### config.mk
export PLATFORM = sky130hd
export DESIGN_NAME = fast_atan2_approx_core
export DESIGN_NICKNAME = d
export VERILOG_FILES = /design/src/hw/rtl/fa2_pkg.sv /design/src/hw/rtl/fa2_prep.sv /design/src/hw/rtl/fa2_div.sv /design/src/hw/rtl/fa2_post.sv /design/src/hw/rtl/fast_atan2_approx_core.sv
export VERILOG_INCLUDE_DIRS = /design/src /design/src/hw/rtl
export SDC_FILE = /design/constraint.sdc
export NUM_CORES = 2
export LEC_CHECK = 0
export BUFFER_PORTS_ARGS = -buffer_cell sky130_fd_sc_hd__buf_2
export CAP_MARGIN = 20
export CORE_MARGIN = 5
export CORE_UTILIZATION = 46
export CTS_CLUSTER_SIZE = 12
export DETAILED_ROUTE_END_ITERATION = 10
export GPL_ROUTABILITY_DRIVEN = 0
export HOLD_SLACK_MARGIN = 0.06
export PLACE_DENSITY = 0.66
export REMOVE_ABC_BUFFERS = 1
export SYNTH_ARGS = -nofsm -noshare
export SYNTH_HDL_FRONTEND = slang
export SYNTH_SLANG_ARGS = --single-unit
### constraint.sdc
create_clock -name clk -period 8.1 [get_ports clk]
set_clock_uncertainty 0.2 [all_clocks]
set_input_delay 1.215 -clock clk [delete_from_list [all_inputs] [get_ports clk]]
set_output_delay 1.215 -clock clk [all_outputs]
set_load 0.01 [all_outputs]
### src/hw/rtl/fast_atan2_approx_core_macros.svh
// assertion macros shared by the atan2 approximation core
`ifndef FAST_ATAN2_APPROX_CORE_MACROS_SVH
`define FAST_ATAN2_APPROX_CORE_MACROS_SVH

`ifndef SYNTHESIS
`define FA2_ASSERT_IMP(label, ante, cons) \
    label: assert property (@(posedge clk) disable iff (!rst_n) (ante) |-> (cons)) \
        else $error("fa2 same-cycle check failed");
`define FA2_ASSERT_NXT(label, ante, cons) \
    label: assert property (@(posedge clk) disable iff (!rst_n) (ante) |=> (cons)) \
        else $error("fa2 next-cycle check failed");
`else
`define FA2_ASSERT_IMP(label, ante, cons)
`define FA2_ASSERT_NXT(label, ante, cons)
`endif

`endif

### src/hw/rtl/fa2_pkg.sv
// shared constants, types and helpers for the atan2 approximation core
package fa2_pkg;

    localparam int IN_WIDTH_DEF   = 24;
    localparam int ANGLE_FRAC_DEF = 13;
    localparam int ANGLE_WIDTH    = 16;

    // ratio r is Q1.15, its magnitude takes one quotient bit more than the fraction
    localparam int R_FRAC  = 15;
    localparam int Q_WIDTH = R_FRAC + 1;
    localparam logic [Q_WIDTH-1:0] Q_LIMIT = {1'b1, {(Q_WIDTH-1){1'b0}}};

    localparam logic [63:0] QUARTER_PI_Q30       = 64'd843314857;
    localparam logic [63:0] THREE_QUARTER_PI_Q30 = 64'd2529944570;

    typedef struct packed {
        logic num_neg;
        logic y_neg;
        logic x_neg;
    } fa2_side_t;

    // round a Q2.30 constant half up to frac fraction bits
    function automatic logic [63:0] to_angle_q(input logic [63:0] q30, input int frac);
        logic [63:0] half;
        half = 64'd1 << (29 - frac);
        return (q30 + half) >> (30 - frac);
    endfunction

endpackage

### src/hw/rtl/fa2_prep.sv
// front end: |y| plus one lsb, then numerator magnitude and denominator
module fa2_prep #(
    parameter int IN_WIDTH = fa2_pkg::IN_WIDTH_DEF
) (
    input  logic                       clk,
    input  logic                       rst_n,
    input  logic                       in_valid,
    output logic                       in_ready,
    input  logic signed [IN_WIDTH-1:0] y_value,
    input  logic signed [IN_WIDTH-1:0] x_value,
    output logic                       out_valid,
    input  logic                       out_ready,
    output logic [IN_WIDTH:0]          num_mag,
    output logic [IN_WIDTH:0]          den,
    output fa2_pkg::fa2_side_t         side
);

    localparam int DW = IN_WIDTH + 1;
    localparam int SW = IN_WIDTH + 2;

    logic                       s1_valid_reg;
    logic                       s1_valid_next;
    logic                       s2_valid_reg;
    logic                       s2_valid_next;
    logic                       s1_ready;
    logic                       s2_ready;
    logic [DW-1:0]              ay_reg;
    logic [DW-1:0]              ay_next;
    logic signed [IN_WIDTH-1:0] x_reg;
    logic                       y_neg_reg;
    logic [DW-1:0]              mag_reg;
    logic [DW-1:0]              mag_next;
    logic [DW-1:0]              den_reg;
    logic [DW-1:0]              den_next;
    fa2_pkg::fa2_side_t         side_reg;
    fa2_pkg::fa2_side_t         side_next;
    logic signed [SW-1:0]       xs;
    logic signed [SW-1:0]       as;
    logic signed [SW-1:0]       d1;
    logic signed [SW-1:0]       d2;
    logic signed [SW-1:0]       s1;
    logic signed [SW-1:0]       s2;

    assign s2_ready  = !s2_valid_reg || out_ready;
    assign s1_ready  = !s1_valid_reg || s2_ready;
    assign in_ready  = s1_ready;
    assign out_valid = s2_valid_reg;

    assign s1_valid_next = s1_ready ? in_valid : s1_valid_reg;
    assign s2_valid_next = s2_ready ? s1_valid_reg : s2_valid_reg;

    always_comb
    begin
        if (y_value[IN_WIDTH-1])
        begin
            ay_next = {1'b0, ~y_value} + DW'(2);
        end
        else
        begin
            ay_next = {1'b0, y_value} + DW'(1);
        end
    end

    // both signs of each sum in parallel, picked by the sign of x and of the numerator
    assign xs = SW'(x_reg);
    assign as = $signed({1'b0, ay_reg});
    assign d1 = xs - as;
    assign d2 = as - xs;
    assign s1 = xs + as;
    assign s2 = ~xs - as + SW'(1);

    always_comb
    begin
        side_next.y_neg = y_neg_reg;
        side_next.x_neg = x_reg[IN_WIDTH-1];
        if (!x_reg[IN_WIDTH-1])
        begin
            side_next.num_neg = d1[SW-1];
            den_next          = s1[DW-1:0];
            mag_next          = d1[SW-1] ? d2[DW-1:0] : d1[DW-1:0];
        end
        else
        begin
            side_next.num_neg = s1[SW-1];
            den_next          = d2[DW-1:0];
            mag_next          = s1[SW-1] ? s2[DW-1:0] : s1[DW-1:0];
        end
    end

    always_ff @(posedge clk or negedge rst_n)
    begin
        if (!rst_n)
        begin
            s1_valid_reg <= 1'b0;
            s2_valid_reg <= 1'b0;
        end
        else
        begin
            s1_valid_reg <= s1_valid_next;
            s2_valid_reg <= s2_valid_next;
        end
    end

    always_ff @(posedge clk)
    begin
        if (s1_ready)
        begin
            ay_reg    <= ay_next;
            x_reg     <= x_value;
            y_neg_reg <= y_value[IN_WIDTH-1];
        end
        if (s2_ready)
        begin
            mag_reg  <= mag_next;
            den_reg  <= den_next;
            side_reg <= side_next;
        end
    end

    assign num_mag = mag_reg;
    assign den     = den_reg;
    assign side    = side_reg;

endmodule

### src/hw/rtl/fa2_div.sv
// pipelined restoring divider, one quotient bit per stage
module fa2_div #(
    parameter int IN_WIDTH = fa2_pkg::IN_WIDTH_DEF
) (
    input  logic                         clk,
    input  logic                         rst_n,
    input  logic                         in_valid,
    output logic                         in_ready,
    input  logic [IN_WIDTH:0]            num_mag,
    input  logic [IN_WIDTH:0]            den,
    input  fa2_pkg::fa2_side_t           in_side,
    output logic                         out_valid,
    input  logic                         out_ready,
    output logic [fa2_pkg::Q_WIDTH-1:0]  quot,
    output fa2_pkg::fa2_side_t           out_side
);

    localparam int DW    = IN_WIDTH + 1;
    localparam int QW    = fa2_pkg::Q_WIDTH;
    localparam int STEPS = fa2_pkg::Q_WIDTH;

    logic               valid_reg [STEPS];
    logic [DW-1:0]      rem_reg   [STEPS];
    logic [DW-1:0]      den_reg   [STEPS];
    logic [QW-1:0]      q_reg     [STEPS];
    fa2_pkg::fa2_side_t side_reg  [STEPS];
    logic               stage_ready [STEPS+1];

    assign stage_ready[STEPS] = out_ready;
    assign in_ready           = stage_ready[0];

    for (genvar k = 0; k < STEPS; k++)
    begin : g_step
        logic               valid_in;
        logic [DW-1:0]      rem_in;
        logic [DW-1:0]      den_in;
        logic [QW-1:0]      q_in;
        fa2_pkg::fa2_side_t side_in;
        logic [DW:0]        trial;
        logic [DW:0]        diff;
        logic               take;
        logic               valid_next;
        logic [DW-1:0]      rem_next;
        logic [QW-1:0]      q_next;

        if (k == 0)
        begin : g_first
            assign valid_in = in_valid;
            assign rem_in   = num_mag;
            assign den_in   = den;
            assign q_in     = '0;
            assign side_in  = in_side;
            // numerator magnitude never exceeds the denominator, so no doubling here
            assign trial    = {1'b0, rem_in};
        end
        else
        begin : g_next
            assign valid_in = valid_reg[k-1];
            assign rem_in   = rem_reg[k-1];
            assign den_in   = den_reg[k-1];
            assign q_in     = q_reg[k-1];
            assign side_in  = side_reg[k-1];
            assign trial    = {rem_in, 1'b0};
        end

        assign stage_ready[k] = !valid_reg[k] || stage_ready[k+1];
        assign diff           = trial - {1'b0, den_in};
        assign take           = trial >= {1'b0, den_in};
        assign rem_next       = take ? diff[DW-1:0] : trial[DW-1:0];
        assign q_next         = {q_in[QW-2:0], take};
        assign valid_next     = stage_ready[k] ? valid_in : valid_reg[k];

        always_ff @(posedge clk or negedge rst_n)
        begin
            if (!rst_n)
            begin
                valid_reg[k] <= 1'b0;
            end
            else
            begin
                valid_reg[k] <= valid_next;
            end
        end

        always_ff @(posedge clk)
        begin
            if (stage_ready[k])
            begin
                rem_reg[k]  <= rem_next;
                den_reg[k]  <= den_in;
                q_reg[k]    <= q_next;
                side_reg[k] <= side_in;
            end
        end
    end

    assign out_valid = valid_reg[STEPS-1];
    assign quot      = q_reg[STEPS-1];
    assign out_side  = side_reg[STEPS-1];

endmodule

### src/hw/rtl/fa2_post.sv
// back end: signed ratio, pi/4 scaling, base offset and y sign
module fa2_post #(
    parameter int ANGLE_FRAC = fa2_pkg::ANGLE_FRAC_DEF
) (
    input  logic                            clk,
    input  logic                            rst_n,
    input  logic                            in_valid,
    output logic                            in_ready,
    input  logic [fa2_pkg::Q_WIDTH-1:0]     quot,
    input  fa2_pkg::fa2_side_t              in_side,
    output logic                            out_valid,
    input  logic                            out_ready,
    output logic [fa2_pkg::ANGLE_WIDTH-1:0] angle
);

    localparam int QW = fa2_pkg::Q_WIDTH;
    localparam int RW = QW + 1;
    localparam int PW = ANGLE_FRAC + 1 + RW;
    localparam int AW = ANGLE_FRAC + 3;
    localparam int EW = (AW > fa2_pkg::ANGLE_WIDTH) ? AW : fa2_pkg::ANGLE_WIDTH;

    localparam logic [ANGLE_FRAC-1:0] C1_M =
        ANGLE_FRAC'(fa2_pkg::to_angle_q(fa2_pkg::QUARTER_PI_Q30, ANGLE_FRAC));
    localparam logic [EW-1:0] C1_E =
        EW'(fa2_pkg::to_angle_q(fa2_pkg::QUARTER_PI_Q30, ANGLE_FRAC));
    localparam logic [EW-1:0] C3_E =
        EW'(fa2_pkg::to_angle_q(fa2_pkg::THREE_QUARTER_PI_Q30, ANGLE_FRAC));

    logic                 s1_valid_reg;
    logic                 s1_valid_next;
    logic                 s2_valid_reg;
    logic                 s2_valid_next;
    logic                 s3_valid_reg;
    logic                 s3_valid_next;
    logic                 s1_ready;
    logic                 s2_ready;
    logic                 s3_ready;
    logic signed [RW-1:0] r_reg;
    logic signed [RW-1:0] r_next;
    fa2_pkg::fa2_side_t   s1_side_reg;
    logic signed [PW-1:0] prod_reg;
    logic signed [PW-1:0] prod_next;
    fa2_pkg::fa2_side_t   s2_side_reg;
    logic signed [PW-1:0] shifted;
    logic signed [EW-1:0] term;
    logic signed [EW-1:0] base;
    logic signed [EW-1:0] angle_reg;
    logic signed [EW-1:0] angle_next;
    logic signed [RW-1:0] q_ext;

    assign s3_ready  = !s3_valid_reg || out_ready;
    assign s2_ready  = !s2_valid_reg || s3_ready;
    assign s1_ready  = !s1_valid_reg || s2_ready;
    assign in_ready  = s1_ready;
    assign out_valid = s3_valid_reg;

    assign s1_valid_next = s1_ready ? in_valid : s1_valid_reg;
    assign s2_valid_next = s2_ready ? s1_valid_reg : s2_valid_reg;
    assign s3_valid_next = s3_ready ? s2_valid_reg : s3_valid_reg;

    assign q_ext     = $signed({1'b0, quot});
    assign r_next    = in_side.num_neg ? -q_ext : q_ext;
    assign prod_next = $signed({1'b0, C1_M}) * r_reg;

    // arithmetic shift floors the scaled ratio
    assign shifted    = prod_reg >>> fa2_pkg::R_FRAC;
    assign term       = shifted[EW-1:0];
    assign base       = s2_side_reg.x_neg ? $signed(C3_E) : $signed(C1_E);
    assign angle_next = s2_side_reg.y_neg ? (term - base) : (base - term);

    always_ff @(posedge clk or negedge rst_n)
    begin
        if (!rst_n)
        begin
            s1_valid_reg <= 1'b0;
            s2_valid_reg <= 1'b0;
            s3_valid_reg <= 1'b0;
        end
        else
        begin
            s1_valid_reg <= s1_valid_next;
            s2_valid_reg <= s2_valid_next;
            s3_valid_reg <= s3_valid_next;
        end
    end

    always_ff @(posedge clk)
    begin
        if (s1_ready)
        begin
            r_reg       <= r_next;
            s1_side_reg <= in_side;
        end
        if (s2_ready)
        begin
            prod_reg    <= prod_next;
            s2_side_reg <= s1_side_reg;
        end
        if (s3_ready)
        begin
            angle_reg <= angle_next;
        end
    end

    assign angle = angle_reg[fa2_pkg::ANGLE_WIDTH-1:0];

endmodule

### src/hw/rtl/fast_atan2_approx_core.sv
// top level of the pipelined fixed-point atan2 approximation core
//
//  channel   signals                          direction  width
//  input     in_valid in_ready y_value x_value in        2 x IN_WIDTH signed
//  output    out_valid out_ready angle          out       16 signed, Q3.13 default
//
// one request per cycle sustained while the output is not held; register stages: 2 front, 16 divider, 3 back
// the 16 divider stages come from the quotient, one quotient bit per register stage
// reset clears only the stage valid bits
// every stage has its own ready, so bubbles close up while the output waits
// in_ready falls only when all 21 stages are full and the output is held
`include "fast_atan2_approx_core_macros.svh"

module fast_atan2_approx_core #(
    parameter int IN_WIDTH   = fa2_pkg::IN_WIDTH_DEF,
    parameter int ANGLE_FRAC = fa2_pkg::ANGLE_FRAC_DEF
) (
    input  logic                            clk,
    input  logic                            rst_n,
    input  logic                            in_valid,
    output logic                            in_ready,
    input  logic signed [IN_WIDTH-1:0]      y_value,
    input  logic signed [IN_WIDTH-1:0]      x_value,
    output logic                            out_valid,
    input  logic                            out_ready,
    output logic signed [fa2_pkg::ANGLE_WIDTH-1:0] angle
);

    logic                         prep_valid;
    logic                         prep_ready;
    logic [IN_WIDTH:0]            prep_mag;
    logic [IN_WIDTH:0]            prep_den;
    fa2_pkg::fa2_side_t           prep_side;
    logic                         div_valid;
    logic                         div_ready;
    logic [fa2_pkg::Q_WIDTH-1:0]  div_q;
    fa2_pkg::fa2_side_t           div_side;
    logic [fa2_pkg::ANGLE_WIDTH-1:0] angle_bits;

    fa2_prep #(
        .IN_WIDTH (IN_WIDTH)
    ) u_prep (
        .clk       (clk),
        .rst_n     (rst_n),
        .in_valid  (in_valid),
        .in_ready  (in_ready),
        .y_value   (y_value),
        .x_value   (x_value),
        .out_valid (prep_valid),
        .out_ready (prep_ready),
        .num_mag   (prep_mag),
        .den       (prep_den),
        .side      (prep_side)
    );

    fa2_div #(
        .IN_WIDTH (IN_WIDTH)
    ) u_div (
        .clk       (clk),
        .rst_n     (rst_n),
        .in_valid  (prep_valid),
        .in_ready  (prep_ready),
        .num_mag   (prep_mag),
        .den       (prep_den),
        .in_side   (prep_side),
        .out_valid (div_valid),
        .out_ready (div_ready),
        .quot      (div_q),
        .out_side  (div_side)
    );

    fa2_post #(
        .ANGLE_FRAC (ANGLE_FRAC)
    ) u_post (
        .clk       (clk),
        .rst_n     (rst_n),
        .in_valid  (div_valid),
        .in_ready  (div_ready),
        .quot      (div_q),
        .in_side   (div_side),
        .out_valid (out_valid),
        .out_ready (out_ready),
        .angle     (angle_bits)
    );

    assign angle = $signed(angle_bits);

    // back pressure reaches the input only from a held output
    `FA2_ASSERT_IMP(a_stall_from_output, !in_ready, out_valid && !out_ready)
    // ratio magnitude never goes past one
    `FA2_ASSERT_IMP(a_quot_bound, div_valid, div_q <= fa2_pkg::Q_LIMIT)
    // a stalled divider result holds its quotient
    `FA2_ASSERT_NXT(a_div_hold, div_valid && !div_ready, div_valid && $stable(div_q))

endmodule

==> summary.md <==
| Metric | Value |
|---|---|
| Run status | complete, no violations |
| Post-synthesis area per instance | 11.0 µm² |
| Hold-critical path depth | 0 |
| Final worst-path cycle share | 78.1% |
| Drt drc | 0 |
| Slew HR | 25.8% |
| Min Tclk post-route | 6.32 ns |
| Final setup margin | 1.78 ns |
| Most frequent cells after synthesis | edfxtp_1 (1089), inv_1 (665), ha_1 (611), a21oi_1 (476), nor2_1 (455) |
| CTS clock-pin slew for the worst setup and hold paths | 0.06 ns |
| Row count | 141 |
| Chip height | 395 µm |
| PortBufs | 69 |
| FF-to-FF path depth | 17 |
| Hold Path Sink | u_div.q_reg[1][88]$_DFFE_PP_ |
| Unrepaired setup endpoints after global routing | false |
| Post_cts resized | 0 |
| R2R Path Start | u_post.r_reg[1]$_DFFE_PP_ |
| Area occupied by registers | 33200 µm² |
| Antenna Violating Nets Remaining | 0 |
| Initial antenna violation count | 1 |
| Die width | 395 µm |
| Worst reg2reg setup slack | 2.78 ns |
| Total of max-cap violations | 0 |
| Global-route wire length before repair | 251 mm |
| Pin count of the biggest net entering global routing | 67 |
| Skew-Pair Late Insertion Delay | 0.79 ns |
| Max clock buf depth | 3 |
| Final setup fails | 0 |
| GRT overflow | 0 |
| Ranking of synthesized cells by area | edfxtp_1 (48%), ha_1 (11%), inv_1 (3.7%), a21oi_1 (3.5%), xnor2_1 (3.4%) |
| Post-synth EDFFs | 1089 |
| Total CTS buffers | 119 |
| DRT Pass-1 Iters | 6 |
| Hold Path Class | reg -> reg |
| Mapped Area | 68100 µm² |
| Ys async rst share | 1.89% |
| Fill cell count | 12900 |
| Via Count | 47100 |
| Total GRT Usage | 20.0% |
| Final net count | 7030 |
| Starting density of the core | 46.2% |
| Worst Path Arrival | 4.91 ns |
| DR vias/cell | 5.65 |
| Worst path required time | 6.68 ns |
| Core Region | 147000 µm² |
| Layout cell share with drive strength beyond 1 | 8.10% |
| Most used DFF post-synth | edfxtp_1 |
| Crit path kind | in -> out |
| DP HPWL | 125 mm |
| Routed length per instance | 19.3 µm |
| Die area | 156000 µm² |
| Most common cell in the netlist | edfxtp_1 |
| Share of Yosys cell area claimed by the top area cell type | 48.0% |
| Place WS | 1.75 ns |
| Worst-Margin Slew | 1.10 ns |
| Yosys Warn Count | 0 |
| I/O pin count | 70 |
| Multi-input gate area | 31900 µm² |
| Reg2Reg Capture Point | u_post.prod_reg[30]$_DFFE_PP_ |
| Synthesized instance count | 6197 |
| Post-route insts no fill | 8336 |
| Fmax | 158 MHz |
| CTS tree | built |
| Clock Root Buffer | clkbuf_16 |
| Area Growth Syn to Fin | 9.70% |
| CP Cell Sequence | buf_2 -> nor2b_1 -> nand2_1 -> buf_4 -> nor2_1 -> nand2_4 -> nor3_1 -> nand3_2 -> buf_4 -> nor2_1 -> nand3_2 -> buf_4 -> buf_2 |
| Crit-path max cell delay | 0.76 ns |
| Crit end category | output port |
| Critical path launch point type | input port |
| Placed cell count | 8115 |
| Setup repair bufs after CTS | 0 |
| Starting DRT DRC Count | 3786 |
| Largest fanout on the critical path | 57 |
| Hold path start | u_div.q_reg[1][71]$_DFFE_PP_ |
| Hold Buf Count CTS | 0 |
| Register bit total from synthesis | 1110 |
| CTS Sinks | 1110 |
| Post-synth top area cell | edfxtp_1 |
| Total wire length | 161 mm |
| Fin. max-slew vios | 0 |
| Hold Slack | 0.159 ns |
| Final hold vios | 0 |
| Distinct cells, synth | 105 |
| Vias in the first global route | 45400 |
| CP max stage cell | nor3_1 |
| Most frequent CP cell | buf_4 |
| Sequential area share after synthesis | 48.8% |
| H-tree depth | 3 |
[worst max-delay path, delay by kind of cell]
kind                   cells  cell delay [ns]
AND/OR/NAND/NOR            8             2.34
buffers and inverters      5             1.25
[cell type report]
| cell class | instances | share of cell area (%) |
|---|---|---|
| Multi-Input combinational cell | 4299 | 42.7 |
| Clock inverter | 59 | 1.11 |
| Inverter | 675 | 3.40 |
| Antenna cell | 1 | 0.00335 |
| Timing Repair Buffer | 103 | 0.831 |
| Clock buffer | 159 | 4.24 |
| Tap cell | 1930 | 3.23 |
| Sequential cell | 1110 | 44.5 |
[per-stage QoR]
stage | utilization [%] | cell area (µm²) | TNS (ns)
after global routing | 50.6 | 74700 | 0
final | 50.6 | 74700 | 0
after floorplan | - | 67500 | -8.26
after CTS | 50.6 | 74600 | 0
after global placement | 47.9 | 70600 | 0
after detailed placement | 47.9 | 70600 | 0
[worst max path at each step]
stage	startpoint	end	slack, ns	cells past startpoint
floorplan	out_ready	in_ready	-0.61	8
global placement	out_ready	in_ready	1.80	13
detailed placement	out_ready	in_ready	1.75	13
CTS	out_ready	in_ready	1.76	13
global route	out_ready	in_ready	1.41	13
finish	out_ready	in_ready	1.78	13
[cells by family after synthesis]
kind of cell | after synthesis | share of synthesized area, %
fa+ha+maj | 670 | 13.0
simple gates | 1483 | 10.4
other cells | 1 | 0.00551
buf+inv | 788 | 4.48
xor+xnor | 414 | 5.33
flops | 1110 | 48.8
compound gates | 1515 | 14.5
mux | 216 | 3.48
[placed cells by master, fill, tap and decap left out, types with 18 or more instances in the layout]
cell type and count:
mux2_2 127, xnor2_1 268, nand4_1 63, nor2_1 453, a21oi_1 475, a21boi_0 22, or2_2 30, and2_1 30
mux2i_1 52, nor4_1 25, a31o_2 20, nand2_1 346, nand2b_1 84, buf_4 32, edfxtp_1 1089, mux2_1 37
o21ai_0 289, o31ai_1 46, dfrtp_1 21, buf_2 69, a211oi_1 50, xor2_1 146, or3_1 47, clkbuf_1 36
a21o_1 170, nor2b_1 71, fa_1 59, and3_1 41, o21bai_1 46, o21a_1 71, clkbuf_16 119, nor3_1 121
a211o_1 18, inv_1 660, nand3_1 98, o211ai_1 24, ha_1 611, a31oi_1 45
[routing by layer]
layer | up-vias | global-route usage (%) | share of wire [%]
met5 | - | 0 | 0
met2 | 1274 | 36.0 | 51
li1 | 22800 | - | -
met4 | 0 | 6.29 | 3.3
met3 | 281 | 2.55 | 4.5
met1 | 22700 | 25.1 | 42
Power is not shown: default switching activity piles up to over one toggle a cycle in this logic, so the estimate is an artifact.
